## config.mk

```make
export PLATFORM = sky130hd
export DESIGN_NAME = scmh_cfg_regs
export DESIGN_NICKNAME = d
export VERILOG_FILES = /design/src/hdl/scmh_pkg.sv /design/src/hdl/scmh_cfg_regs.sv
export SDC_FILE = /design/constraint.sdc
export NUM_CORES = 1
export LEC_CHECK = 0
export BUFFER_PORTS_ARGS = -buffer_cell sky130_fd_sc_hd__buf_2
export CAP_MARGIN = 20
export CELL_PAD_IN_SITES_DETAIL_PLACEMENT = 0
export CELL_PAD_IN_SITES_GLOBAL_PLACEMENT = 2
export CORE_ASPECT_RATIO = 1.1
export CORE_UTILIZATION = 34
export DETAILED_ROUTE_END_ITERATION = 10
export PLACE_DENSITY_LB_ADDON = 0.1
export SLEW_MARGIN = 20
export SYNTH_ARGS = -nofsm -noshare
export SYNTH_HDL_FRONTEND = slang
export SYNTH_SLANG_ARGS = --single-unit
```

## constraint.sdc

```tcl
create_clock -name clk_i -period 2.45 [get_ports clk_i]
set_input_delay 0.1225 -clock clk_i [delete_from_list [all_inputs] [get_ports clk_i]]
set_output_delay 0.1225 -clock clk_i [all_outputs]
set_load 0.05 [all_outputs]
```

## src/hdl/scmh_pkg.sv

```systemverilog
package scmh_pkg;

  localparam int unsigned PIX_W   = 13;
  localparam int unsigned CRD_W   = 16;
  localparam int unsigned SCL_W   = 16;
  localparam int unsigned NRECT   = 4;
  localparam int unsigned PADDR_W = 5;
  localparam int unsigned PDATA_W = 32;

  localparam logic [SCL_W-1:0] SCALE_RST = SCL_W'(256);
  localparam logic [PIX_W-1:0] FB_RST    = PIX_W'(4096);

  // strip slots, emitted lowest first
  localparam int unsigned STRIP_TOP    = 0;
  localparam int unsigned STRIP_BOTTOM = 1;
  localparam int unsigned STRIP_LEFT   = 2;
  localparam int unsigned STRIP_RIGHT  = 3;

  typedef enum logic [2:0] {
    REG_OFFSET_X  = 3'd0,
    REG_OFFSET_Y  = 3'd1,
    REG_SCALE_X   = 3'd2,
    REG_SCALE_Y   = 3'd3,
    REG_FB_WIDTH  = 3'd4,
    REG_FB_HEIGHT = 3'd5
  } reg_idx_e;

  typedef struct packed {
    logic signed [PIX_W-1:0] offset_x;
    logic signed [PIX_W-1:0] offset_y;
    logic [SCL_W-1:0]        scale_x;
    logic [SCL_W-1:0]        scale_y;
    logic [PIX_W-1:0]        fb_width;
    logic [PIX_W-1:0]        fb_height;
  } cfg_t;

  typedef struct packed {
    logic                    clip_on;
    logic signed [CRD_W-1:0] clip_x;
    logic signed [CRD_W-1:0] clip_y;
    logic [CRD_W-1:0]        clip_w;
    logic [CRD_W-1:0]        clip_h;
    logic                    hole_on;
    logic signed [CRD_W-1:0] hole_x;
    logic signed [CRD_W-1:0] hole_y;
    logic [CRD_W-1:0]        hole_w;
    logic [CRD_W-1:0]        hole_h;
  } item_t;

  typedef struct packed {
    logic [PIX_W-1:0] x;
    logic [PIX_W-1:0] y;
    logic [PIX_W-1:0] w;
    logic [PIX_W-1:0] h;
  } rect_t;

  typedef struct packed {
    rect_t [NRECT-1:0] rect;
    logic [NRECT-1:0]  mask;
    logic              sc;
  } rects_t;

  typedef struct packed {
    logic [PIX_W-1:0] rect_x;
    logic [PIX_W-1:0] rect_y;
    logic [PIX_W-1:0] rect_w;
    logic [PIX_W-1:0] rect_h;
    logic             scissor_on;
    logic             last;
  } out_t;

endpackage

```

## src/hdl/scmh_cfg_regs.sv

```systemverilog
module scmh_cfg_regs (
  input  logic                          clk_i,
  input  logic                          rst_ni,
  input  logic                          psel,
  input  logic                          penable,
  input  logic                          pwrite,
  input  logic [scmh_pkg::PADDR_W-1:0]  paddr,
  input  logic [scmh_pkg::PDATA_W-1:0]  pwdata,
  output logic [scmh_pkg::PDATA_W-1:0]  prdata,
  output logic                          pready,
  output scmh_pkg::cfg_t                cfg_o
);
  import scmh_pkg::*;

  cfg_t     cfg_q, cfg_d;
  reg_idx_e idx;
  logic     wr;

  assign pready = 1'b1;
  assign wr     = psel && penable && pwrite;
  assign idx    = reg_idx_e'(paddr[PADDR_W-1:2]);
  assign cfg_o  = cfg_q;

  always_comb begin
    cfg_d = cfg_q;
    if (wr) begin
      unique case (idx)
        REG_OFFSET_X:  cfg_d.offset_x  = pwdata[PIX_W-1:0];
        REG_OFFSET_Y:  cfg_d.offset_y  = pwdata[PIX_W-1:0];
        REG_SCALE_X:   cfg_d.scale_x   = pwdata[SCL_W-1:0];
        REG_SCALE_Y:   cfg_d.scale_y   = pwdata[SCL_W-1:0];
        REG_FB_WIDTH:  cfg_d.fb_width  = pwdata[PIX_W-1:0];
        REG_FB_HEIGHT: cfg_d.fb_height = pwdata[PIX_W-1:0];
        default: ;
      endcase
    end
  end

  always_comb begin
    unique case (idx)
      REG_OFFSET_X:  prdata = {{(PDATA_W-PIX_W){cfg_q.offset_x[PIX_W-1]}}, cfg_q.offset_x};
      REG_OFFSET_Y:  prdata = {{(PDATA_W-PIX_W){cfg_q.offset_y[PIX_W-1]}}, cfg_q.offset_y};
      REG_SCALE_X:   prdata = {{(PDATA_W-SCL_W){1'b0}}, cfg_q.scale_x};
      REG_SCALE_Y:   prdata = {{(PDATA_W-SCL_W){1'b0}}, cfg_q.scale_y};
      REG_FB_WIDTH:  prdata = {{(PDATA_W-PIX_W){1'b0}}, cfg_q.fb_width};
      REG_FB_HEIGHT: prdata = {{(PDATA_W-PIX_W){1'b0}}, cfg_q.fb_height};
      default:       prdata = '0;
    endcase
  end

  always_ff @(posedge clk_i or negedge rst_ni) begin
    if (!rst_ni) begin
      cfg_q.offset_x  <= '0;
      cfg_q.offset_y  <= '0;
      cfg_q.scale_x   <= SCALE_RST;
      cfg_q.scale_y   <= SCALE_RST;
      cfg_q.fb_width  <= FB_RST;
      cfg_q.fb_height <= FB_RST;
    end else begin
      cfg_q <= cfg_d;
    end
  end

endmodule

```

After elaboration in Yosys (flattened, before gate mapping)

Cells that the tools add are included.

Equal/unequal tests: 5
Mux-type cells: 1
Reductions and logical operators: 9

Operator list:

| cell                                                 | count |
|---|---|
| case mux 32 bit (6 select lines)                     | 1 |
| AND reduction 2 bit                                  | 6 |
| equality test 3 x 2 -> 1 bit (second input constant) | 2 |
| equality test 3 bit (second input constant)          | 2 |
| equality test 3 x 1 -> 1 bit (second input constant) | 1 |
| zero test 3 bit                                      | 1 |
| logical AND 1 bit                                    | 2 |

Register bits after elaboration: 84
Word-level logic and storage cells: 21
Input port bits: 42
Output and inout bits: 117

Longest topological paths before layout

Gate-level depths: netlist of the first run.

Word-level depth: 3
Depth in mapped cells: 6
Gate-level depth less buffers: 3

Worst setup path before layout of the first run

No wires, ideal clock.

Kind: register to output
Start: register cfg_q, in the netlist cfg_o[11]
End: output prdata[11] (netlist name)
Buffers on the path: 0
Data arrival time: 2125 ps
Required time: 2328 ps
Slack: 203 ps
Stages on the path, launching flop included: 4
Cells stage by stage: dfrtp_1 > mux2i_1 > o21a_1 > a221oi_1

Word-level cells in the longest chain between the ends: 1

Ends and longest elaborated chain:

| element                          | line                | text |
|---|---|---|
| start: declaration               | scmh_cfg_regs.sv:15 | `cfg_t cfg_q, cfg_d;` |
| start signal: assignment         | scmh_cfg_regs.sv:60 | `cfg_q <= cfg_d;` |
| case mux 32 bit (6 select lines) | scmh_cfg_regs.sv:40 | `unique case (idx)` |
| end: declaration                 | scmh_cfg_regs.sv:9  | `output logic [scmh_pkg::PDATA_W-1:0] prdata,` |

Every way passes these cells.

Final worst setup path of the first run

Start: input paddr[2] (netlist name)
End: output prdata[7] (netlist name)

Word-level cells in the longest chain between the ends: 2
Elaborated cells on any way between the ends: 7
Classes of those cells: eq/ne: 5; mux: 1; reduce/logical: 1

Ends and longest elaborated chain:

| element                                           | line                | text |
|---|---|---|
| start: declaration                                | scmh_cfg_regs.sv:7  | `input logic [scmh_pkg::PADDR_W-1:0] paddr,` |
| equality test 3 bit, or another cell as far along | scmh_cfg_regs.sv:40 |  |
| case mux 32 bit (6 select lines) *                | scmh_cfg_regs.sv:40 |  |

Mark *: on every way between the ends. The rest lies on a longest branch, timed or not.

==> results of run 1 <==
-- synthesized netlist by cell type (4+ instances only) --
library cell               instances
sky130_fd_sc_hd__a221o_1           5
sky130_fd_sc_hd__buf_2             6
sky130_fd_sc_hd__buf_4            22
sky130_fd_sc_hd__buf_6             4
sky130_fd_sc_hd__dfrtp_1          80
sky130_fd_sc_hd__dfstp_2           4
sky130_fd_sc_hd__mux2_2           90
sky130_fd_sc_hd__mux2i_1          30
sky130_fd_sc_hd__nand2_1           7
sky130_fd_sc_hd__nand3b_1          4
sky130_fd_sc_hd__nor2_1            8
sky130_fd_sc_hd__o21ai_0           8
sky130_fd_sc_hd__o221ai_1          6
-- metal layers --
metal	track usage (%)	wire length, um
met1	24.5	5030
met2	29.2	5360
met3	4.43	564
met4	6.03	46
met5	0	0
-- cell usage in the layout, fill, tap and decap left out, types with 2 or more instances in the layout --
| cell type | synthesis | routed |
|---|---|---|
| sky130_fd_sc_hd__nand3b_1 | 4 | 4 |
| sky130_fd_sc_hd__buf_4 | 22 | 5 |
| sky130_fd_sc_hd__bufinv_16 | 0 | 2 |
| sky130_fd_sc_hd__clkbuf_8 | 0 | 3 |
| sky130_fd_sc_hd__o21ai_0 | 8 | 8 |
| sky130_fd_sc_hd__clkbuf_16 | 0 | 9 |
| sky130_fd_sc_hd__buf_12 | 0 | 6 |
| sky130_fd_sc_hd__inv_1 | 2 | 2 |
| sky130_fd_sc_hd__nor2_2 | 2 | 2 |
| sky130_fd_sc_hd__nand2_1 | 7 | 7 |
| sky130_fd_sc_hd__nand2b_4 | 2 | 2 |
| sky130_fd_sc_hd__nor2_1 | 8 | 8 |
| sky130_fd_sc_hd__a221o_1 | 5 | 5 |
| sky130_fd_sc_hd__mux2i_1 | 30 | 30 |
| sky130_fd_sc_hd__buf_2 | 6 | 138 |
| sky130_fd_sc_hd__mux2_2 | 90 | 90 |
| sky130_fd_sc_hd__dfstp_2 | 4 | 4 |
| sky130_fd_sc_hd__nor3_4 | 2 | 2 |
| sky130_fd_sc_hd__o221ai_1 | 6 | 6 |
| sky130_fd_sc_hd__dfrtp_1 | 80 | 80 |
| sky130_fd_sc_hd__clkinv_2 | 0 | 2 |
| sky130_fd_sc_hd__nor2_4 | 2 | 2 |
-- layout make-up --
class                           instances  area share (%)
Inverter                                2           0.143
Tap cell                              150            3.59
Sequential cell                        84            40.2
Clock inverter                          4            1.34
Multi-Input combinational cell        176            33.2
Clock buffer                           12            5.09
Timing Repair Buffer                  150            16.4
-- per-stage QoR --
step / util, % / cells / instance area (um^2)
after detailed placement: 42.2 / 561 / 4890
after floorplan: - / 294 / 4090
final: 45.2 / 578 / 5240
after global placement: 42.2 / 561 / 4890
after global routing: 45.2 / 578 / 5240
after CTS: 45.2 / 578 / 5240
-- path summary, 6_finish.rpt --
kind	from	to	slack (ns)
worst max register to register	cfg_o[28]	cfg_o[28]	1.64
min in group asynchronous	rst_ni	cfg_o[59]	0.32
worst min-delay path	pwdata[13]	cfg_o[55]	0.03
worst max-delay path	paddr[2]	prdata[7]	0.65
worst min register to register	cfg_o[36]	cfg_o[36]	0.53
max in group asynchronous	rst_ni	cfg_o[12]	1.42
-- repair_timing --
item,in CTS,in global routing
buffers inserted,0,0
hold buffers,1,0
hold endpoints to repair,38,0
-- power by group through the flow --
stage                     clock [W]  sequential, W  combinational (W)
after floorplan                   0        0.00283           0.000684
after global routing        0.00163        0.00192            0.00221
after detailed placement          0        0.00190            0.00213
after CTS                   0.00156        0.00188            0.00213
after global placement            0        0.00189            0.00212
final                       0.00151        0.00187            0.00211
-- worst max-delay path: stages --
cell	delay [ns]
sky130_fd_sc_hd__buf_2	0.38
sky130_fd_sc_hd__buf_12	0.29
sky130_fd_sc_hd__mux2i_1	0.20
sky130_fd_sc_hd__o21ai_0	0.11
sky130_fd_sc_hd__a221o_1	0.31
sky130_fd_sc_hd__buf_2	0.22
-- cell families (layout without fill, tap and decap cells) --
logic type | after synthesis | count (layout) | share of synthesized area [%]
AND/OR/NAND/NOR | 32 | 32 | 5.96
other | 1 | 1 | 0.0916
flip-flops | 84 | 84 | 51.5
buffers and inverters | 34 | 168 | 6.05
multiplexers | 120 | 120 | 32.1
AO/OA/AOI/OAI | 23 | 23 | 4.31
==> results.md, run 1 <==
Global routing:
- The first global-routing pass estimated 16500 um of wire.
- The largest net degree at the start of global routing is 45.
- Global routing used 18.3% of the available tracks.
- The via count of the first global-routing pass came to 2778.
- Global routing finished with a remaining overflow of 0.
- The initial antenna violation count is 0.

Synthesis:
- After synthesis the netlist holds a flip-flop and latch count of 84.
- Sorting the synthesized cells by area gives the leading types as sky130_fd_sc_hd__dfrtp_1 49%, sky130_fd_sc_hd__mux2_2 25%, sky130_fd_sc_hd__mux2i_1 7.3%, sky130_fd_sc_hd__buf_4 4.0%, sky130_fd_sc_hd__dfstp_2 2.6%.
- In this run, distinct cell masters in the synthesized netlist total 28.
- In this run the mean area of a mapped cell was 13.9 um^2.
- The synthesized design contains 0 enable-type register cells.
- The cell area that synthesis handed to floorplanning was 0.00409 mm^2.
- The predominant post-synthesis flop cell is sky130_fd_sc_hd__dfrtp_1.
- The proportion of netlist area held by the largest area contributor is 48.9%.
- When the netlist entered floorplanning its net count stood at 336.
- Of all flip-flops after synthesis, the portion carrying an async set or reset was 100%.
- sky130_fd_sc_hd__dfrtp_1 takes more of the synthesized area than any other cell.
- The cell count after synthesis is 294.
- Yosys printed 0 warnings.
- The sequential area share after synthesis is 51.5%.

Outcome:
- The flow ran to the end, and the final reports show no timing, DRC or antenna violations.

Worst setup path:
- STA puts the critical path data arrival time at 1.68 ns.
- The largest driver fanout on the critical path is 31.
- STA puts the critical path data required time at 2.33 ns.
- STA classifies the critical path endpoint as an output pin.
- The kind of start point of the critical path is an input port.
- The number of cells on the worst reg-to-reg path is 1.
- The category of the critical setup timing path is input port to output pin.

Final layout:
- Registers take 0.00211 mm^2.
- The relative area change from synthesis to final layout is 27.9%.
- The net count reported at finish is 465.
- After filler insertion, the fill cell instance count of the layout stands at 1172.
- The register with the most flip-flops in the layout has 84 of them.
- The total area of multi-input combinational cells is 0.00174 mm^2.
- In the final layout, the share of cells above drive strength 1 is 62.9%.
- 0 antenna diodes ended up in the layout.

Timing:
- The total of endpoints with negative setup slack in the final report is 0.
- The transition at the pin with the smallest max-transition slack is 0.593 ns.
- In the finished design, the share of the clock period the worst path needs comes to 73.4%.
- The number of failing hold endpoints at the final stage is 0.
- Setup repair after global routing left no endpoint under its margin.
- The maximum clock rate is 0.556 GHz.
- The minimum clock period is 1.80 ns.
- On the final layout, the worst clock skew is 0 ns.
- Across all hold checks on the routed design, the worst slack comes to 0.0323 ns.
- The aggregate negative setup slack is 0 ns.
- The total count of max-transition violations in the final report is 0.
- Headroom to the max-slew limit came out at 60.5%.
- The final worst setup slack is 0.651 ns.

Placed design:
- The half-perimeter wire length after detailed placement is 7440 um.
- The number of I/O port buffers is 139.
- The congestion estimate from routability-driven global placement came to 0.724.
- At the placement stage, the worst setup path has a slack of 0.628 ns.

CTS:
- The clock net sink count is 84.
- The clock root buffer is sky130_fd_sc_hd__clkbuf_16.
- The clock transition at the registers of the reported paths is 0.06 ns.
- The clock tree synthesis step divided the H-tree into 3 levels.
- The clock passes through at most 2 buffers.
- The number of buffers added by the clock tree synthesis step is 9.
- TritonCTS built the clock tree.
- The clock reaches the later pin of the worst-skew pair after 0.33 ns.
- Post-CTS repair changed the size of 0 cells.

Power:
- The net switching power is 0.00231 W.
- The combinational share of power is 38.4%.
- Power spread over the standard cell area amounts to 1050 mW/mm^2.
- Net switching is 41.9% of the power.
- The share of total power dissipated in the clock network is 27.6%.
- Internal power comes to 0.00319 W.
- The worst voltage drop across the vdd grid is 0.000409 V.
- Registers are responsible for 34.1% of the overall power.
- The total power consumption of the routed design is 0.00550 W.
- Summed over all cells, the static leakage comes to 2.68 nW.

Detailed routing:
- Dividing the detail-routed wire length by the instance count gives 19.0 um.
- Wires add up to 11000 um.
- The count of unresolved DRC violations after routing is 0.
- Across all layers, the routed design uses 2823 vias.
- The via count normalized by instance count is 4.88.
- The antenna violation net count after detailed routing is 0.
- The violation count after the first detailed-routing iteration is 83.
- The number of detailed-route iterations in the first pass is 4.

Run:
- The tool flagged a number of max-cap violations equal to 0.

Floorplanning:
- The floorplan has 41 rows.
- The vertical die dimension is 117 um.
- The starting density of the core is 35.3%.
- 159 I/O pins were placed.
- The die width is 107 um.
- The die covers 0.0125 mm^2.
- The core region is 0.0116 mm^2.

Worst hold path:
- The path class of the tightest hold or removal check is input port to register.
- The worst hold path was traced through 2 stages.
(Power assumes the default switching activity.)
==> run 2, diff against run 1 <==
Settings changed: ABC_AREA set to 1, CORE_UTILIZATION 34 to 28.
Clock period 2.45 ns to 1.8 ns, I/O delays scaled along.
==> run 2 against run 1 <==
Effect of this change: sequential power rose by 37%; clock skew unchanged; register-to-register slack got worse by 0.59 ns; critical path depth increased by 2; worst setup slack got worse by 0.48 ns; sequential share of layout area shrank 2.7 points; sequential cell count stayed put; critical path type unchanged; critical endpoint unchanged.
==> results.md, run 2 <==
Timing:
- The total count of max-transition violations in the final report is 0.
- Setup violations remaining at the end of the flow were counted as 0.
- In the final timing run, aggregate negative setup slack is 0 ns.
- The worst path in the final design needs a cycle of 1.63 ns, including I/O delays and setup.
- Setup repair after global routing left no endpoint under its margin.
- The post-route clock period utilization is 90.8%.
- For the final database, setup skew stands at 0 ns.
- The tightest hold path in the finished design has a slack of 0.0288 ns.
- The maximum clock rate is 0.612 GHz.
- The number of failing hold endpoints at the final stage is 0.

Floorplanning:
- The vertical die dimension is 135 um.
- The die covers 0.0165 mm^2.
- In this run the standard cell core region covers 0.0157 mm^2.
- The floorplan step set the die width to 123 um.
- 159 I/O pins were placed.
- The starting density of the core is 28.6%.
- The number of placement rows is 48.

Final layout:
- The finished layout holds 888 standard cells, fillers aside.
- The most common library cell in the layout ignoring fill and taps is sky130_fd_sc_hd__nand2_1.
- After filler insertion, the fill cell instance count of the layout stands at 1674.
- Leaving out fill and tap cells, the most frequent cells in the layout are 176 x sky130_fd_sc_hd__nand2_1, 138 x sky130_fd_sc_hd__buf_2, 79 x sky130_fd_sc_hd__dfrtp_1.
- The relative area change from synthesis to final layout is 25.2%.
- The net count reported at finish is 725.
- The cell area after layout is 0.00562 mm^2.
- The number of flip-flops in the largest register is 84.
- The antenna cell count is 0.
- The post-route netlist has 31.1% of its cells at a drive strength greater than 1.

Placed design:
- The weighted congestion reported at the end of routability-driven placement is 0.774.
- The placed cell count is 868.
- The half-perimeter wire length after detailed placement is 11100 um.
- The number of I/O port buffers is 139.
- The cell area after placement is 0.00526 mm^2.

Synthesis:
- Among all flip-flop cells after synthesis, the most frequent one is sky130_fd_sc_hd__dfrtp_1.
- The synthesized net count is 604.
- The proportion of netlist area held by the largest area contributor is 44.6%.
- The post-synthesis cell type with the largest combined area is sky130_fd_sc_hd__dfrtp_1.
- By count the netlist is led by 180 x sky130_fd_sc_hd__nand2_1, 80 x sky130_fd_sc_hd__dfrtp_1, 46 x sky130_fd_sc_hd__o21ai_0.
- The most common cell in the netlist is sky130_fd_sc_hd__nand2_1.
- Yosys mapped a number of flops with a built-in enable equal to 0.
- Each instance of the synthesized netlist takes up on average 7.99 um^2.
- After synthesis the cells add up to 0.00449 mm^2.
- The warning count from the yosys run is 0.
- The cell count after synthesis is 562.
- The distinct cell type count after synthesis is 27.
- In the post-synthesis netlist, the biggest area contributors are sky130_fd_sc_hd__dfrtp_1 45%, sky130_fd_sc_hd__nand2_1 15%, sky130_fd_sc_hd__nand4_1 5.4%, sky130_fd_sc_hd__o21ai_0 5.1%, sky130_fd_sc_hd__buf_4 3.5%.
- Sequential elements use 46.9% of the synthesized area.
- Synthesis inferred 84 register bits.
- The fraction of registers with async set/reset is 100%.

Worst hold path:
- The worst hold path terminates at cfg_o[12].
- The startpoint identified for the worst hold timing path is pwdata[12].
- The number of cells on the worst hold path is 3.
- The path class of the tightest hold or removal check is input port to register.

Worst setup path:
- Measured in cells, the most critical reg-to-reg path has a length of 2.
- In this run the critical register-to-register path is launched from cfg_o[12].
- The endpoint kind of the worst setup timing path is an output pin.
- STA puts the critical path data required time at 1.71 ns.
- STA puts the critical path data arrival time at 1.54 ns.
- The terminus of the critical flop-to-flop path is cfg_o[12].
- The reg2reg setup slack is 1.05 ns.
- The critical path is of the input port to output pin type.
- The largest driver fanout on the critical path is 14.
- The worst setup path is launched from an input port.

Global routing:
- The global route total overflow is 0.
- The overall global routing resource usage is 19.2%.
- Entering global routing, the biggest net connects 38 pins.
- The via count of the first global-routing pass is 3829.
- The initial antenna violation count came to 0.
- The wire length of the first global-routing pass is 23300 um.

Power:
- The static leakage is 3.14 nW.
- The worst voltage drop across the vdd grid is 0.000503 V.
- The total power consumption of the routed design is 0.00746 W.
- In this run the power density over the cells is 1330 mW/mm^2.

CTS:
- The deepest level of the CTS H-tree is 3.
- The clock tree from TritonCTS is built.
- The clock net sink count is 84.
- The clock root buffer is sky130_fd_sc_hd__clkbuf_16.
- The buffers inserted during post-CTS setup optimization is 0.
- Clock latency on the worst-skew pair, taken at its later pin, is 0.35 ns.
- The number of buffers added by the clock tree synthesis step is 9.
- No sink is reached through more buffers than the 2 on the longest clock path.
- After clock tree synthesis, the clock-pin slew on the worst setup and hold paths is 0.07 ns.

Detailed routing:
- The post-detailed-route wirelength per cell is 17.3 um.
- The count of unresolved DRC violations after routing is 0.
- The total number of vias is 4130.
- For this block, the initial DRC count from the detailed router was 272.
- In the routed layout, each cell is associated on average with a via count of 4.65.
- In this run the remaining antenna-violating nets after routing total 0.
- The number of detailed-route iterations in the first pass is 5.
- For this block, the routed nets add up to 15300 um of wire.

Run:
- Across the run, the number of max-cap violations was 0.

Outcome:
- The flow ran to the end, and the final reports show no timing, DRC or antenna violations.
[run 2: critical path: stages]
cell,delay [ns]
sky130_fd_sc_hd__buf_2,0.17
sky130_fd_sc_hd__nor2_1,0.16
sky130_fd_sc_hd__buf_4,0.17
sky130_fd_sc_hd__nand2_1,0.30
sky130_fd_sc_hd__nor2_1,0.27
sky130_fd_sc_hd__nor2_1,0.07
sky130_fd_sc_hd__nand2_1,0.06
sky130_fd_sc_hd__buf_2,0.25
[run 2: cell families after synthesis]
logic type,Yosys count,share of synthesized area [%]
compound gates,85,10.9
other cells,1,0.0835
flops,84,46.9
buf+inv,94,11.4
simple gates,298,30.7
[run 2: timing repair]
item / 4_1_cts / 5_1_grt
endpoints found under the hold margin: 61 / 0
setup endpoints to repair: 0 / 4
hold buffers: 4 / 0
gates resized for setup: 0 / 1
[run 2: worst max-delay path by stage]
stage	to	slack, ns	from	cells after the start
global route	prdata[15]	0.005	cfg_o[70]	5
detailed placement	cfg_o[65]	0.09	paddr[2]	7
global placement	cfg_o[65]	0.13	paddr[2]	7
CTS	prdata[12]	0.04	cfg_o[83]	5
finish	prdata[7]	0.17	paddr[3]	8
floorplan	prdata[12]	0.07	cfg_o[70]	4
[run 2: cell type report]
type	count	area (um^2)	area share, %
flip-flops and latches	84	2110	37.5
multi-input cells	384	1890	33.7
repair buffers	162	893	15.9
well taps	200	250	4.45
clock buffers	11	243	4.32
inverters	42	158	2.80
clock inverters	5	75.1	1.34
[run 2: where the power goes]
group,switching [W],internal (W)
Combinational,0.00229,0.000572
Sequential,0.000295,0.00227
Clock,0.000792,0.00125
[run 2: per-layer routing]
layer	GRT usage [%]	vias to the layer above	share of wire, %	routed length (um)
li1	-	2043	-	-
met1	28.5	1961	50	7680
met2	28.7	115	44	6680
met3	2.45	11	5.1	775
met4	6.30	0	1.3	197
met5	0	-	0	0
[run 2: stage by stage]
step / setup WS (ns) / utilization, %
5_1_grt: 0.00467 / 35.9
6_report: 0.166 / 35.9
2_1_floorplan: 0.0692 / -
4_1_cts: 0.0392 / 35.9
3_5_place_dp: 0.0915 / 33.6
3_3_place_gp: 0.125 / 33.6
==> run 3, diff against run 2 <==
Settings changed: ABC_AREA 1 to 0, CORE_UTILIZATION 28 to 31.
==> run 3 against run 2 <==
Effect of this change: the flow now finishes with violations (DRC); via count down 29%; die area down 17%; combinational power up 2%; wire length down 26%; clock-buffer cell count up 1; global-route usage down 2.1 points; highest routed layer unchanged.
==> results.md, run 3 (same netlist as run 1, synthesis figures left out) <==
Power:
- The analysis attributes to cell leakage a power of 2.72 nW.
- The worst voltage drop across the vdd grid is 0.000503 V.
- For this design the ratio of total power to cell area is 1370 mW/mm^2.

Floorplanning:
- In this run the horizontal extent of the chip is 112 um.
- The starting density of the core is 32.1%.
- The count of boundary I/O pins is 159.
- The total die area is 0.0137 mm^2.
- In this run the vertical extent of the chip is 123 um.
- The core region is 0.0128 mm^2.
- The initialized floorplan defines 43 standard-cell rows.

Worst setup path:
- In this run the critical register-to-register path is launched from cfg_o[45].
- The critical path data arrival time is 1.57 ns.
- STA classifies the critical path endpoint as an output pin.
- The worst reg-to-reg path cell count is 1.
- The reg2reg setup slack is 0.99 ns.
- The category of the critical setup timing path is register to output pin.
- The largest driver fanout on the critical path is 8.
- The required time of the critical path is 1.71 ns.
- The worst setup path is launched from a register.
- In this run the critical register-to-register path is captured at cfg_o[45].
- Tracing the worst setup path back leads to its startpoint at cfg_o[70].

CTS:
- The clock root buffer is sky130_fd_sc_hd__clkbuf_16.
- After clock tree synthesis, the clock-pin slew on the worst setup and hold paths is 0.06 ns.
- TritonCTS built the clock tree.
- The buffers inserted during post-CTS setup optimization is 0.
- Clock tree synthesis inserted a total of 9 buffers.
- The buffer levels on the longest clock path is 2.
- The clock net sink count is 84.
- The deepest level of the CTS H-tree is 3.
- The insertion delay to the later sink of the worst-skew pair is 0.33 ns.

Global routing:
- The overall global routing resource usage is 17.1%.
- The via count of the first global-routing pass is 2792.
- The wire length of the first global-routing pass is 17100 um.
- Entering global routing, the biggest net connects 34 pins.
- The global route total overflow is 0.
- The initial antenna violation count was 0.

Outcome:
- The checks that failed: DRC.
- The run finished, with violations left.

Placed design:
- The count of buffers added on input and output ports is 139.
- The HPWL after detailed placement is 7950 um.
- The weighted congestion reported at the end of routability-driven placement is 0.722.
- The cell area after placement is 0.00495 mm^2.

Timing:
- The total count of max-transition violations in the final report is 0.
- The total of endpoints with negative setup slack in the final report is 0.
- The number of failing hold endpoints at the final stage is 0.
- For the finished layout, the period the worst path requires is 1.66 ns.
- Setup repair after global routing left no endpoint under its margin.
- Across the routed clock network, the largest skew measured is 0 ns.
- The post-route clock period utilization is 92.0%.
- The maximum clock rate is 0.604 GHz.
- Adding up every negative setup slack in the final design gives 0 ns.

Run:
- Across the run, the number of max-cap violations was 0.

Final layout:
- The final layout contains 480 nets.
- Counting the fill cells in the layout gives 1254.
- 0 antenna diodes ended up in the layout.
- The number of flip-flops in the largest register is 84.
- Cells fill 41.6% of the core in the end.
- Leaving out fill and tap cells, the most frequent cell in the layout is sky130_fd_sc_hd__buf_2.
- In the layout the commonest cells are 138 x sky130_fd_sc_hd__buf_2, 90 x sky130_fd_sc_hd__mux2_2, 78 x sky130_fd_sc_hd__dfrtp_1.
- The share of post-route cells with drive strength above 1 is 64.6%.
- The finished cells cover 0.00530 mm^2.
- The relative area change from synthesis to final layout is 29.5%.

Detailed routing:
- In the final routed layout, each cell accounts on average for 18.8 um.
- The antenna violation net count after detailed routing is 0.
- After detailed routing, the number of vias per cell comes to 4.86.
- The total wire length after detailed routing is 11300 um.
- The violation count after the first detailed-routing iteration is 133.
- For this run, the detailed router's first-pass iteration total came to 10.
- The count of unresolved DRC violations after routing is 12.
- The total number of vias is 2916.

Worst hold path:
- The end point of the most critical hold path is cfg_o[27].
- The worst hold path passes through 2 cells.
- In this run the most critical hold path is launched from pwdata[1].
- The worst hold path class is input port to register.
## run 3: cell count changes in the layout (fill, tap and decap cells not counted), moves of 24 or more
cell                      change
sky130_fd_sc_hd__mux2_2      +90
sky130_fd_sc_hd__nand3_1     -24
sky130_fd_sc_hd__nand4_1     -39
sky130_fd_sc_hd__nand2_1    -170
sky130_fd_sc_hd__nor2_1      -34
sky130_fd_sc_hd__mux2i_1     +30
sky130_fd_sc_hd__o21ai_0     -41
sky130_fd_sc_hd__inv_1       -38
## run 3: through the flow
stage,worst slack (ns),total power (W),std cells,hold WS (ns)
after global placement,0.240,0.00549,579,0.0138
final,0.145,0.00724,600,0.0598
after floorplan,0.0318,0.00480,294,-0.206
after detailed placement,0.222,0.00551,579,0.0195
after CTS,0.0427,0.00733,600,0.0456
after global routing,0.0532,0.00757,600,0.0611
## run 3: metal layers
| metal | vias to the layer above | track usage [%] | share of wire (%) |
|---|---|---|---|
| li1 | 1346 | - | - |
| met1 | 1477 | 21.5 | 44 |
| met2 | 83 | 28.9 | 50 |
| met3 | 10 | 3.51 | 4.6 |
| met4 | 0 | 7.09 | 1.5 |
| met5 | - | 0 | 0 |
## run 3: repair_timing
action | in CTS | in global routing
endpoints found under the setup margin | 16 | 17
gates resized for setup | 2 | 1
hold buffers | 4 | 0
gates cloned | 1 | 0
endpoints found under the hold margin | 45 | 0
## run 3: worst max-delay path, cell delays in order, from the launching register on
cell,delay (ns)
sky130_fd_sc_hd__dfrtp_2,0.42
sky130_fd_sc_hd__mux2_2,0.29
sky130_fd_sc_hd__nand2_4,0.14
sky130_fd_sc_hd__clkinvlp_4,0.15
sky130_fd_sc_hd__buf_2,0.23
## run 3: worst max path at each step
stage	endpoint	slack, ns	cells past startpoint
after floorplan	prdata[18]	0.03	4
after global placement	prdata[2]	0.24	6
after detailed placement	prdata[18]	0.22	5
after CTS	prdata[18]	0.04	4
after global routing	prdata[19]	0.05	4
final	prdata[18]	0.14	4
## run 3: final cells by class
class / count / area [um^2] / share of cell area [%]
Multi-Input combinational cell: 176 / 1750 / 33.1
Timing Repair inverter: 1 / 7.51 / 0.142
Clock buffer: 12 / 267 / 5.03
Tap cell: 157 / 196 / 3.71
Inverter: 2 / 11.3 / 0.213
Clock inverter: 4 / 22.5 / 0.425
Sequential cell: 84 / 2110 / 39.8
Timing Repair Buffer: 164 / 933 / 17.6
## run 3: power by group
group	switching, W	internal [W]
Sequential	0.000277	0.00227
Clock	0.000736	0.00104
Combinational	0.00215	0.000764
